**src/sv/lcc_pkg.sv**
```systemverilog
// Shared types, codes and helpers of the clustering coefficient block.
package lcc_pkg;

	localparam int ROW_W   = 64;
	localparam int NODE_W  = 6;
	localparam int CNT_W   = 7;
	localparam int TRIAD_W = 12;
	localparam int OUT_W   = 16;

	typedef logic [ROW_W-1:0]   row_t;
	typedef logic [NODE_W-1:0]  node_t;
	typedef logic [CNT_W-1:0]   count_t;
	typedef logic [TRIAD_W-1:0] triad_t;
	typedef logic [OUT_W-1:0]   fix_t;

	// what a row read is for
	typedef enum logic [1:0] {
		KIND_NONE = 2'd0,
		KIND_ROW  = 2'd1,
		KIND_COL  = 2'd2,
		KIND_NBR  = 2'd3
	} kind_t;

	typedef struct packed {
		logic   wr_req;
		logic   clear_sum;
		logic   rd_en;
		kind_t  kind;
		node_t  rd_addr;
		node_t  node;
		count_t n;
		logic   div_start;
		logic   div_avg;
		logic   take_coef;
		logic   take_avg;
		logic   emit;
		logic   last;
	} cmd_t;

	typedef struct packed {
		logic div_done;
		logic can_emit;
	} sts_t;

	// SWAR population count, six adder levels
	function automatic count_t popcount64(input row_t v);
		row_t s;
		s = (v & 64'h5555555555555555) + ((v >> 1) & 64'h5555555555555555);
		s = (s & 64'h3333333333333333) + ((s >> 2) & 64'h3333333333333333);
		s = (s & 64'h0F0F0F0F0F0F0F0F) + ((s >> 4) & 64'h0F0F0F0F0F0F0F0F);
		s = (s & 64'h00FF00FF00FF00FF) + ((s >> 8) & 64'h00FF00FF00FF00FF);
		s = (s & 64'h0000FFFF0000FFFF) + ((s >> 16) & 64'h0000FFFF0000FFFF);
		s = (s & 64'h00000000FFFFFFFF) + ((s >> 32) & 64'h00000000FFFFFFFF);
		return s[CNT_W-1:0];
	endfunction

endpackage

```
**src/sv/lcc_ctrl.sv**
```systemverilog
// Controller: node walk sequencer and node count register.
module lcc_ctrl #(
	parameter int ROWS = 64
) (
	input  logic            clk,
	input  logic            arst_n,
	input  logic            in_valid,
	output logic            in_ready,
	input  logic            mode,
	input  logic            cfg_valid,
	output logic            cfg_ready,
	input  lcc_pkg::count_t cfg_data,
	output lcc_pkg::cmd_t   cmd,
	input  lcc_pkg::sts_t   sts
);
	import lcc_pkg::*;

	typedef enum logic [9:0] {
		S_IDLE  = 10'b0000000001,
		S_ROW   = 10'b0000000010,
		S_COL   = 10'b0000000100,
		S_NBR   = 10'b0000001000,
		S_DRAIN = 10'b0000010000,
		S_DIVC  = 10'b0000100000,
		S_WAITC = 10'b0001000000,
		S_AVG   = 10'b0010000000,
		S_WAITA = 10'b0100000000,
		S_EMIT  = 10'b1000000000
	} state_t;

	state_t state_q;
	state_t state_d;
	count_t nc_q;
	count_t n_q;
	count_t n_eff;
	node_t  a_q;
	node_t  a_d;
	node_t  idx_q;
	node_t  idx_d;
	logic   load_n;
	logic   last_node;
	logic   last_idx;

	assign cfg_ready = 1'b1;
	assign in_ready  = (state_q == S_IDLE);

	assign n_eff = (nc_q == '0) ? CNT_W'(1)
		: ((nc_q > CNT_W'(ROWS)) ? CNT_W'(ROWS) : nc_q);

	assign last_node = ({1'b0, a_q} == n_q - CNT_W'(1));
	assign last_idx  = ({1'b0, idx_q} == n_q - CNT_W'(1));

	always_comb begin
		state_d     = state_q;
		a_d         = a_q;
		idx_d       = idx_q;
		load_n      = 1'b0;
		cmd         = '0;
		cmd.kind    = KIND_NONE;
		cmd.node    = a_q;
		cmd.n       = n_q;
		cmd.last    = last_node;
		cmd.rd_addr = idx_q;
		unique case (state_q)
			S_IDLE: begin
				if (in_valid) begin
					if (mode) begin
						cmd.clear_sum = 1'b1;
						load_n        = 1'b1;
						a_d           = '0;
						state_d       = S_ROW;
					end else begin
						cmd.wr_req = 1'b1;
					end
				end
			end
			S_ROW: begin
				cmd.rd_en   = 1'b1;
				cmd.kind    = KIND_ROW;
				cmd.rd_addr = a_q;
				idx_d       = '0;
				state_d     = S_COL;
			end
			S_COL: begin
				cmd.rd_en = 1'b1;
				cmd.kind  = KIND_COL;
				if (last_idx) begin
					idx_d   = '0;
					state_d = S_NBR;
				end else begin
					idx_d = idx_q + NODE_W'(1);
				end
			end
			S_NBR: begin
				cmd.rd_en = 1'b1;
				cmd.kind  = KIND_NBR;
				if (last_idx) begin
					state_d = S_DRAIN;
				end else begin
					idx_d = idx_q + NODE_W'(1);
				end
			end
			S_DRAIN: begin
				state_d = S_DIVC;
			end
			S_DIVC: begin
				cmd.div_start = 1'b1;
				state_d       = S_WAITC;
			end
			S_WAITC: begin
				if (sts.div_done) begin
					cmd.take_coef = 1'b1;
					state_d       = last_node ? S_AVG : S_EMIT;
				end
			end
			S_AVG: begin
				cmd.div_start = 1'b1;
				cmd.div_avg   = 1'b1;
				state_d       = S_WAITA;
			end
			S_WAITA: begin
				cmd.div_avg = 1'b1;
				if (sts.div_done) begin
					cmd.take_avg = 1'b1;
					state_d      = S_EMIT;
				end
			end
			S_EMIT: begin
				if (sts.can_emit) begin
					cmd.emit = 1'b1;
					if (last_node) begin
						state_d = S_IDLE;
					end else begin
						a_d     = a_q + NODE_W'(1);
						state_d = S_ROW;
					end
				end
			end
			default: begin
				state_d = S_IDLE;
			end
		endcase
	end

	always_ff @(posedge clk or negedge arst_n) begin
		if (!arst_n) begin
			state_q <= S_IDLE;
			nc_q    <= CNT_W'(64);
			n_q     <= CNT_W'(1);
			a_q     <= '0;
			idx_q   <= '0;
		end else begin
			state_q <= state_d;
			a_q     <= a_d;
			idx_q   <= idx_d;
			if (load_n) begin
				n_q <= n_eff;
			end
			if (cfg_valid) begin
				nc_q <= cfg_data;
			end
		end
	end

endmodule

```
**config.mk**
```make
export PLATFORM = sky130hd
export DESIGN_NAME = lcc_ctrl
export DESIGN_NICKNAME = d
export VERILOG_FILES = /design/src/sv/lcc_pkg.sv /design/src/sv/lcc_ctrl.sv
export SDC_FILE = /design/constraint.sdc
export NUM_CORES = 1
export LEC_CHECK = 0
export ABC_AREA = 1
export BUFFER_PORTS_ARGS = -buffer_cell sky130_fd_sc_hd__buf_2
export CAP_MARGIN = 20
export CORE_ASPECT_RATIO = 0.5
export CORE_UTILIZATION = 56
export DETAILED_ROUTE_END_ITERATION = 8
export GPL_ROUTABILITY_DRIVEN = 1
export HOLD_SLACK_MARGIN = 0.06
export PLACE_DENSITY = 0.8
export SYNTH_ARGS = -nofsm -noshare
export SYNTH_HDL_FRONTEND = slang
export SYNTH_SLANG_ARGS = --single-unit
```
**constraint.sdc**
```tcl
create_clock -name clk -period 2.8 [get_ports clk]
set_clock_uncertainty 0.05 [all_clocks]
set_input_delay 0.56 -clock clk [delete_from_list [all_inputs] [get_ports clk]]
set_output_delay 0.56 -clock clk [all_outputs]
set_load 0.02 [all_outputs]
```
==> results of run 1 <==
-- power by group --
| part | switching [mW] | leakage, nW | internal, mW |
|---|---|---|---|
| Sequential | 0.114 | 0.471 | 0.619 |
| Clock | 0.185 | 0.0455 | 0.201 |
| Combinational | 0.953 | 1.09 | 0.443 |
-- worst min-delay path by stage --
stage / startpoint / end / slack, ps / depth (start not counted)
after detailed placement: state_q[0] / state_q[0] / 450 / 2
after floorplan: arst_n / a_q[0] / 210 / 0
after global placement: state_q[0] / state_q[0] / 440 / 2
after global routing: arst_n / state_q[6] / 390 / 1
final: arst_n / state_q[4] / 300 / 1
after CTS: arst_n / state_q[4] / 330 / 1
-- flip-flops by register name (all words and copies together), names as in the netlist --
name / count
state_q: 10
n_q: 7
nc_q: 7
a_q: 6
idx_q: 6
-- layer usage --
metal,part of all wire [%],GRT usage (%),up-vias
met2,46,45.0,86
met1,47,39.7,1157
met4,0.80,5.72,0
li1,-,-,1238
met3,6.9,6.60,6
met5,0,0,-
-- logic make-up (layout without fill, tap and decap cells) --
logic type                 count (synthesis)  count (layout)  share of synthesized area [%]
muxes                                      2               2                          0.923
DFF                                       36              36                           37.1
AOI/OAI and AO/OA                         35              35                           8.30
and+or+nand+nor                          212             212                           38.9
buffers and inverters                     65             108                           10.7
adders and majority gates                  3               3                           1.54
xor gates and xnor gates                   7               7                           2.51
other                                      1               1                          0.154
-- worst register-to-register path: stages (launching register included) --
cell	delay, ps
sky130_fd_sc_hd__dfstp_2	570
sky130_fd_sc_hd__inv_2	90
sky130_fd_sc_hd__ha_4	200
sky130_fd_sc_hd__inv_1	70
sky130_fd_sc_hd__nand2_1	50
sky130_fd_sc_hd__nand2_1	100
sky130_fd_sc_hd__nand2_1	60
sky130_fd_sc_hd__nand2_1	60
sky130_fd_sc_hd__nand2_1	50
sky130_fd_sc_hd__nor2_2	130
sky130_fd_sc_hd__nand3_4	130
sky130_fd_sc_hd__a21oi_2	470
sky130_fd_sc_hd__nand2_1	150
sky130_fd_sc_hd__nor2_1	120
-- stage by stage --
stage	power [mW]	setup slack, ps	utilization, %	hold WS, ps
6_report	2.51	140	69.1	301
5_1_grt	2.72	16.3	69.1	389
4_1_cts	2.46	37.8	68.6	335
3_5_place_dp	2.07	347	66.3	453
3_3_place_gp	2.04	372	66.3	442
2_1_floorplan	1.75	461	-	214
-- area by class of cell --
| type | count | area, sq um | area share [%] |
|---|---|---|---|
| Multi-Input combinational cell | 260 | 1300 | 46.4 |
| Sequential cell | 36 | 905 | 32.4 |
| Timing Repair Buffer | 45 | 230 | 8.24 |
| Inverter | 55 | 206 | 7.39 |
| Clock buffer | 8 | 90.1 | 3.22 |
| Tap cell | 54 | 67.6 | 2.42 |
-- cells in the final DEF, fill, tap and decap left out, drive strengths merged, types with 2 or more instances in the layout --
cell	n
xnor2	3
nand4	9
o22ai	4
dfstp	3
xor2	4
nand3b	2
clkbuf	8
dfrtp	33
nand3	44
nor3	8
ha	3
nor2	34
o2111ai	4
buf	45
mux2	2
a21oi	5
o21ai	22
inv	55
nand2	113
==> metrics.md, run 1 <==
| Metric | Value |
|---|---|
| Static power due to leakage | 1.61 nW |
| Quantity of hold-fixing buffers added after cts | 0 |
| TritonCTS buffer count | 5 |
| Net count of the mapped netlist | 378 |
| Unrepaired setup endpoints after global routing | false |
| Worst EP arrival | 2050 ps |
| Clock-pin slew on the worst setup and hold paths | 70 ps |
| Io pins | 46 |
| Die ar. | 4640 sq um |
| Cells taking the most area after synthesis | sky130_fd_sc_hd__dfrtp_1 34%, sky130_fd_sc_hd__nand2_1 17%, sky130_fd_sc_hd__nand3_1 8.4%, sky130_fd_sc_hd__inv_1 8.1%, sky130_fd_sc_hd__nor2_1 4.3% |
| Critical path destination | cmd[0] |
| Share of final-layout standard cells stronger than drive strength 1 | 18.1% |
| Clock tree buffer depth | 2 |
| Category of the most critical setup path | flop to primary output |
| P&R area growth vs syn | 14.5% |
| Die W | 95.4 um |
| Total grt overflow | 0 |
| Normalized max-slew margin | 44.8% |
| Endpoint class of the critical path | primary output |
| Dominant synthesized flop cell | sky130_fd_sc_hd__dfrtp_1 |
| Max FO, Critical Path | 8 |
| Worst Path Required | 2190 ps |
| Final Max Slew Viols | 0 |
| IR Drop Worst-Case VDD | 0.000543 V |
| Register-to-register path setup slack | 440 ps |
| Highest clock frequency the design can meet | 0.376 GHz |
| Synthesized instance count | 361 |
| Vias | 2,487 |
| Crit path max-delay cell type | sky130_fd_sc_hd__dfstp_2 |
| Post-layout instance area | 2800 sq um |
| Number of standard-cell rows in the floorplan | 16 |
| Remaining number of nets flagged by the antenna check after routing | 0 |
| Most common cell in the netlist | sky130_fd_sc_hd__nand2_1 |
| Hold WC Path Type | input pin to asynchronous set/reset pin |
| Share of Yosys cell area claimed by the top area cell type | 33.8% |
| TritonCTS clock tree | done |
| Post-route fraction of the period consumed by the critical path | 95.0% |
| Cell-by-cell listing of the critical path | inv_2, ha_4, inv_1, nand2_1, nand2_1, nor2_1, nand3_1, nor2_2, nand3_2, inv_1, buf_4 |
| Portion of the post-synthesis area used by sequential elements | 37.1% |
| Final hold viol count | 0 |
| Worst Tran Pin Value | 828 ps |
| Number of DRC markers after the initial detailed-route iteration | 147 |
| CP top delay family | flip-flops |
| Die Y | 48.7 um |
| Fin cells | 458 |
| Antenna Cells | 0 |
| Clock Latency Late Sink | 290 ps |
| Post-DP Area | 2680 sq um |
| Cell Pwr Density | 900 nW/um^2 |
| Antenna violations before repair | 0 |
| Average size of a mapped cell | 6.76 sq um |
| Startpoint of the lowest-slack register-to-register path | n_q[0] |
| Number of enable-type register cells in the synthesized netlist | 0 |
| Warnings, synthesis | 0 |
| Total global-route track usage | 28.3% |
| Worst Setup SP | n_q[0] |
| Number of remaining DRC errors | 0 |
| WL per Instance | 13.3 um |
| Max Cap Viol | 0 |
| Total instance count after detailed placement | 450 |
| Root cell of the clock tree | sky130_fd_sc_hd__clkbuf_8 |
| Depth of the critical timing path with buffers and inverters included | 11 |
| Port Buf Inserts | 44 |
| Mean number of vias per cell | 5.43 |
| Setup TNS | 0 ps |
| Layout net count | 420 |
| Shortest clock period the worst path allows after layout | 2660 ps |
| Depth of the worst register-to-register path | 13 |
| Initial core utilization | 60.4% |
| WP buf/inv | 4 |
| Result of the run | completed |
| Setup fix buffers added after clock tree synthesis | 0 |
| Count of state elements after synthesis | 36 |
| Slowest cell delay on critical path | 570 ps |
| Startpoint types | flop |
| Clock sinks | 36 |
| Async set or reset register ratio after synthesis | 100% |
| Netlist area before placement | 2440 sq um |
| H-tree Lvls | 2 |
| Endpoint of the lowest-slack register-to-register path | state_q[7] |
| Largest net degree at the start of global routing | 37 |
| Vias in the first global route | 2,183 |
| Detailed-router iteration count before antenna repair | 4 |
| Final routed wirelength across all metal layers | 6.11 mm |
| Biggest area consumer among synthesized cells | sky130_fd_sc_hd__dfrtp_1 |
| Number of instances resized during post-cts repair | 0 |
| Detailed-placement wirelength estimate | 4.66 mm |
| Core box area | 4040 sq um |
| Filler Cells Inserted | 367 |
| Unique masters post-synth | 31 |
| Cell types with the highest counts after synthesis | 113 x sky130_fd_sc_hd__nand2_1, 53 x sky130_fd_sc_hd__inv_1, 41 x sky130_fd_sc_hd__nand3_1 |
| Global-route wire length before repair | 10.0 mm |
| Total of endpoints with negative setup slack in the final report | 0 |
| Final weighted congestion of routability-driven global placement | 0.940 |
Power figures use the tool's default switching activity.
==> run 2: changes to the inputs <==
Settings changed: PLACE_DENSITY 0.8 to 0.77.
==> metrics.md, run 2 (synthesized netlist as in run 1, its figures left out) <==
| Metric | Value |
|---|---|
| Result of the run | completed |
| Largest register FFs | 10 |
| Shortest clock period the worst path allows after layout | 2720 ps |
| Detailed-placement wirelength estimate | 4.57 mm |
| Hold WC Path Type | input pin to asynchronous set/reset pin |
| Final routed wirelength across all metal layers | 6.03 mm |
| H-tree Lvls | 2 |
| Endpoint of the lowest-slack register-to-register path | a_q[5] |
| Mean number of vias per cell | 5.45 |
| Max FO, Critical Path | 8 |
| Startpoint of the lowest-slack register-to-register path | n_q[0] |
| Die W | 95.4 um |
| Io pins | 46 |
| Final hold viol count | 0 |
| Antenna violations before repair | 0 |
| Static power due to leakage | 1.62 nW |
| Worst Path Required | 2190 ps |
| Clock-pin slew on the worst setup and hold paths | 80 ps |
| Registers with the highest flip-flop counts | state_q x10, n_q x7, nc_q x7 |
| Startpoint types | flop |
| Endpoint class of the critical path | primary output |
| Cell Pwr Density | 907 nW/um^2 |
| Root cell of the clock tree | sky130_fd_sc_hd__clkbuf_8 |
| Vias in the first global route | 2,298 |
| Highest clock frequency the design can meet | 0.368 GHz |
| Detailed-router iteration count before antenna repair | 5 |
| Vias | 2,508 |
| Clock Latency Late Sink | 300 ps |
| Total global-route track usage | 28.3% |
| Total grt overflow | 0 |
| Largest net degree at the start of global routing | 37 |
| Share of final-layout standard cells stronger than drive strength 1 | 19.0% |
| Total of endpoints with negative setup slack in the final report | 0 |
| Die ar. | 4640 sq um |
| Commonest non-fill, non-tap cell in the layout | sky130_fd_sc_hd__nand2_1 |
| Port Buf Inserts | 44 |
| Normalized max-slew margin | 46.2% |
| P&R area growth vs syn | 15.3% |
| Top library cells by usage in the layout, fill and taps aside | 113 x sky130_fd_sc_hd__nand2_1, 53 x sky130_fd_sc_hd__inv_1, 44 x sky130_fd_sc_hd__buf_2, 40 x sky130_fd_sc_hd__nand3_1, 33 x sky130_fd_sc_hd__dfrtp_1 |
| Worst EP arrival | 2110 ps |
| Clock tree buffer depth | 2 |
| Quantity of hold-fixing buffers added after cts | 0 |
| Final weighted congestion of routability-driven global placement | 0.950 |
| Initial core utilization | 60.4% |
| Number of DRC markers after the initial detailed-route iteration | 142 |
| Global-route wire length before repair | 10.1 mm |
| Register-to-register path setup slack | 500 ps |
| Layout net count | 422 |
| WL per Instance | 13.1 um |
| Filler Cells Inserted | 359 |
| TritonCTS buffer count | 5 |
| Final Max Slew Viols | 0 |
| Depth of the worst register-to-register path | 14 |
| Clock sinks | 36 |
| Worst Tran Pin Value | 806 ps |
| Largest Register | state_q |
| Die Y | 48.7 um |
| Number of remaining DRC errors | 0 |
| IR Drop Worst-Case VDD | 0.000441 V |
| Worst Setup SP | n_q[0] |
| Remaining number of nets flagged by the antenna check after routing | 0 |
| TritonCTS clock tree | done |
| Number of standard-cell rows in the floorplan | 16 |
| Post-route fraction of the period consumed by the critical path | 97.2% |
| Power, Total | 2.55 mW |
| Max Cap Viol | 0 |
| Core box area | 4040 sq um |
| Category of the most critical setup path | flop to primary output |
| Hold WS | 302 ps |
| Antenna Cells | 0 |
==> run 2: cell types whose count changed in the layout (fill, tap and decap cells not counted) <==
cell / before / now
sky130_fd_sc_hd__buf_2: 43 / 44
sky130_fd_sc_hd__clkinvlp_4: 0 / 2
sky130_fd_sc_hd__clkbuf_1: 2 / 0
sky130_fd_sc_hd__buf_4: 2 / 3
==> run 2: worst max path at each step <==
stage,to,slack (ps),cells past startpoint
2_1_floorplan,cmd[0],460,11
3_3_place_gp,cmd[0],380,11
3_5_place_dp,cmd[0],280,11
4_1_cts,cmd[0],10,11
5_1_grt,cmd[0],-5,11
6_report,cmd[0],80,11
==> run 2: what timing repair did <==
| action | 4_1_cts | 5_1_grt |
|---|---|---|
| gates resized for setup | 0 | 3 |
| gates cloned | 0 | 0 |
| pin swaps | 1 | 0 |
| endpoints found under the setup margin | 1 | 1 |
| setup buffers | 1 | 0 |
==> run 2: per-layer routing <==
layer | vias to the layer above | part of all wire (%) | track usage (%)
met5 | - | 0 | 0
met3 | 11 | 6.7 | 5.66
li1 | 1243 | - | -
met4 | 0 | 1.2 | 6.47
met2 | 98 | 46 | 46.0
met1 | 1156 | 46 | 38.9
==> run 2: power by group <==
| part | internal [mW] | total (mW) | switching (mW) |
|---|---|---|---|
| clock network | 0.199 | 0.402 | 0.203 |
| logic | 0.465 | 1.42 | 0.959 |
| registers | 0.618 | 0.728 | 0.110 |
| total | 1.28 | 2.55 | 1.27 |
==> run 2: cell type report <==
class / instances / area (sq um) / share of cell area [%]
Clock buffer: 6 / 82.6 / 2.93
Clock inverter: 2 / 15.0 / 0.533
Inverter: 55 / 206 / 7.33
Multi-Input combinational cell: 260 / 1300 / 46.0
Sequential cell: 36 / 905 / 32.1
Tap cell: 54 / 67.6 / 2.40
Timing Repair Buffer: 47 / 243 / 8.62
==> run 2: critical path, cell delays in order, from the launching register on <==
cell and delay [ps]:
sky130_fd_sc_hd__dfstp_2 550, sky130_fd_sc_hd__inv_2 80, sky130_fd_sc_hd__ha_4 290, sky130_fd_sc_hd__inv_1 40, sky130_fd_sc_hd__nand2_1 50, sky130_fd_sc_hd__nand2_1 60
sky130_fd_sc_hd__nor2_1 130, sky130_fd_sc_hd__nand3_1 100, sky130_fd_sc_hd__nor2_2 130, sky130_fd_sc_hd__nand3_2 120, sky130_fd_sc_hd__inv_1 100, sky130_fd_sc_hd__buf_2 160
==> run 2: stage by stage <==
stage,worst slack (ps),util [%],cells,instance area (sq um),TNS (ps)
floorplan,461,-,361,2440,0
global placement,379,66.5,451,2690,0
detailed placement,284,66.5,451,2690,0
CTS,14.3,69.1,460,2800,0
global route,-4.90,69.6,460,2820,-4.90
finish,79.0,69.6,460,2820,0
==> run 3: changes to the inputs <==
Settings changed: RECOVER_POWER set to 50.
==> metrics.md, run 3 (synthesized netlist as in run 1, its figures left out) <==
| Metric | Value |
|---|---|
| WP buf/inv | 4 |
| Die ar. | 4640 sq um |
| Depth of the worst register-to-register path | 14 |
| TritonCTS clock tree | done |
| Worst Tran Pin Value | 1900 ps |
| Final routed wirelength across all metal layers | 5.99 mm |
| Number of DRC markers after the initial detailed-route iteration | 144 |
| Worst Setup SP | n_q[0] |
| Total grt overflow | 0 |
| Initial core utilization | 60.4% |
| Proportion of power drawn by combinational gates | 55.7% |
| Hold WC Path Type | input pin to flop |
| Antenna violations before repair | 0 |
| Startpoint of the lowest-slack register-to-register path | n_q[0] |
| Registers with the highest flip-flop counts | state_q x10, n_q x7, nc_q x7 |
| Io pins | 46 |
| Global-route wire length before repair | 10.1 mm |
| Mean number of vias per cell | 5.44 |
| Startpoint types | flop |
| Root cell of the clock tree | sky130_fd_sc_hd__clkbuf_8 |
| Max Cap Viol | 1 |
| H-tree Lvls | 2 |
| Clock-pin slew on the worst setup and hold paths | 70 ps |
| Crit path max-delay cell type | sky130_fd_sc_hd__dfstp_2 |
| Normalized max-slew margin | -26.5% |
| Internal portion of total power | 1.28 mW |
| Register-to-register path setup slack | 490 ps |
| Detailed-placement wirelength estimate | 4.57 mm |
| Post-route fraction of the period consumed by the critical path | 96.7% |
| Max FO, Critical Path | 8 |
| Port Buf Inserts | 44 |
| Vias | 2,504 |
| Post-DP Area | 2690 sq um |
| Net Sw Power | 1.27 mW |
| Largest register FFs | 10 |
| Largest net degree at the start of global routing | 37 |
| Share of power burned in registers | 28.6% |
| Shortest clock period the worst path allows after layout | 2710 ps |
| Worst EP arrival | 2100 ps |
| Number of remaining DRC errors | 0 |
| IR Drop Worst-Case VDD | 0.000434 V |
| Static power due to leakage | 1.59 nW |
| Die Y | 48.7 um |
| Antenna Cells | 0 |
| Slowest cell delay on critical path | 550 ps |
| Launch point of the worst hold path | cfg_data[3] |
| WL per Instance | 13.0 um |
| Clock Latency Late Sink | 290 ps |
| Clock sinks | 36 |
| Switch share | 49.9% |
| Utilization after layout | 69.4% |
| Post-layout instance area | 2810 sq um |
| Critical path destination | cmd[0] |
| Endpoint class of the critical path | primary output |
| TritonCTS buffer count | 5 |
| Final Max Slew Viols | 37 |
| Detailed-router iteration count before antenna repair | 5 |
| Vias in the first global route | 2,298 |
| Quantity of hold-fixing buffers added after cts | 0 |
| Top library cells by usage in the layout, fill and taps aside | 113 x sky130_fd_sc_hd__nand2_1, 53 x sky130_fd_sc_hd__inv_1, 40 x sky130_fd_sc_hd__nand3_1, 36 x sky130_fd_sc_hd__buf_2, 33 x sky130_fd_sc_hd__dfrtp_1 |
| Endpoint of the lowest-slack register-to-register path | a_q[5] |
| Worst Path Required | 2190 ps |
| CP top delay family | simple AND/OR/NAND/NOR gates |
| Violations in the final reports | capacitance limit, slew limit |
| Share of final-layout standard cells stronger than drive strength 1 | 17.0% |
| Total of endpoints with negative setup slack in the final report | 0 |
| Result of the run | complete, but fails checks |
| Final hold viol count | 0 |
| Cell Pwr Density | 907 nW/um^2 |
| Core box area | 4040 sq um |
| Total global-route track usage | 28.3% |
| Final weighted congestion of routability-driven global placement | 0.950 |
| Clock tree buffer depth | 2 |
| Highest clock frequency the design can meet | 0.369 GHz |
| P&R area growth vs syn | 14.9% |
| Depth of the critical timing path with buffers and inverters included | 11 |
| Largest Register | state_q |
| Layout net count | 422 |
| Commonest non-fill, non-tap cell in the layout | sky130_fd_sc_hd__nand2_1 |
| Cell-by-cell listing of the critical path | inv_2, ha_4, inv_1, nand2_1, nand2_1, nor2_1, nand3_1, nor2_2, nand3_2, inv_1, buf_2 |
| Category of the most critical setup path | flop to primary output |
| Die W | 95.4 um |
| Share of total power in the clock network | 15.7% |
| Remaining number of nets flagged by the antenna check after routing | 0 |
| Number of standard-cell rows in the floorplan | 16 |
run 3: power by group through the flow:
stage	clock (mW)	sequential, mW	combinational, mW
after global placement	0	0.736	1.30
final	0.399	0.727	1.42
after global routing	0.433	0.741	1.57
after floorplan	0	0.764	0.984
after CTS	0.408	0.725	1.37
after detailed placement	0	0.739	1.35
run 3: tightest hold or removal path: cells and delay by family:
family / cells / cell delay [ps]
AOI/OAI and AO/OA: 1 / 50
buffers and inverters: 1 / 70
and+or+nand+nor: 1 / 40
run 3: per-layer routing:
layer / track usage [%] / share of wire (%) / vias up
met1: 38.9 / 47 / 1168
met5: 0 / 0 / -
met2: 46.0 / 46 / 83
met4: 6.47 / 1.3 / 0
li1: - / - / 1239
met3: 5.66 / 6.3 / 14
run 3: worst min-delay path by stage:
| stage | slack [ps] | to | depth (start not counted) |
|---|---|---|---|
| global placement | 450 | state_q[0] | 2 |
| detailed placement | 450 | state_q[0] | 2 |
| CTS | 320 | state_q[4] | 1 |
| finish | 420 | nc_q[3] | 3 |
| global route | 420 | state_q[8] | 2 |
| floorplan | 210 | a_q[0] | 0 |
run 3: final cells by class:
class                           instances  area (sq um)
Multi-Input combinational cell        260          1300
Sequential cell                        36           905
Clock inverter                          2          15.0
Timing Repair Buffer                   47           233
Clock buffer                            6          82.6
Inverter                               55           206
Fill cell                             364          1240
Tap cell                               54          67.6
run 3: per-stage QoR:
stage	total power [mW]	worst slack, ps	hold slack, ps	TNS [ps]	instances
2_1_floorplan	1.75	461	214	0	361
3_3_place_gp	2.04	379	446	0	451
3_5_place_dp	2.08	284	450	0	451
4_1_cts	2.50	14.3	319	0	460
5_1_grt	2.75	-4.90	423	-4.90	460
6_report	2.54	91.0	424	0	460
run 3: what timing repair did:
item | CTS | global route
cloned | 0 | 0
pin swaps | 1 | 0
buffers inserted | 1 | 0
setup endpoints to repair | 1 | 1
resized for setup | 0 | 3
hold endpoints to repair | 0 | 0
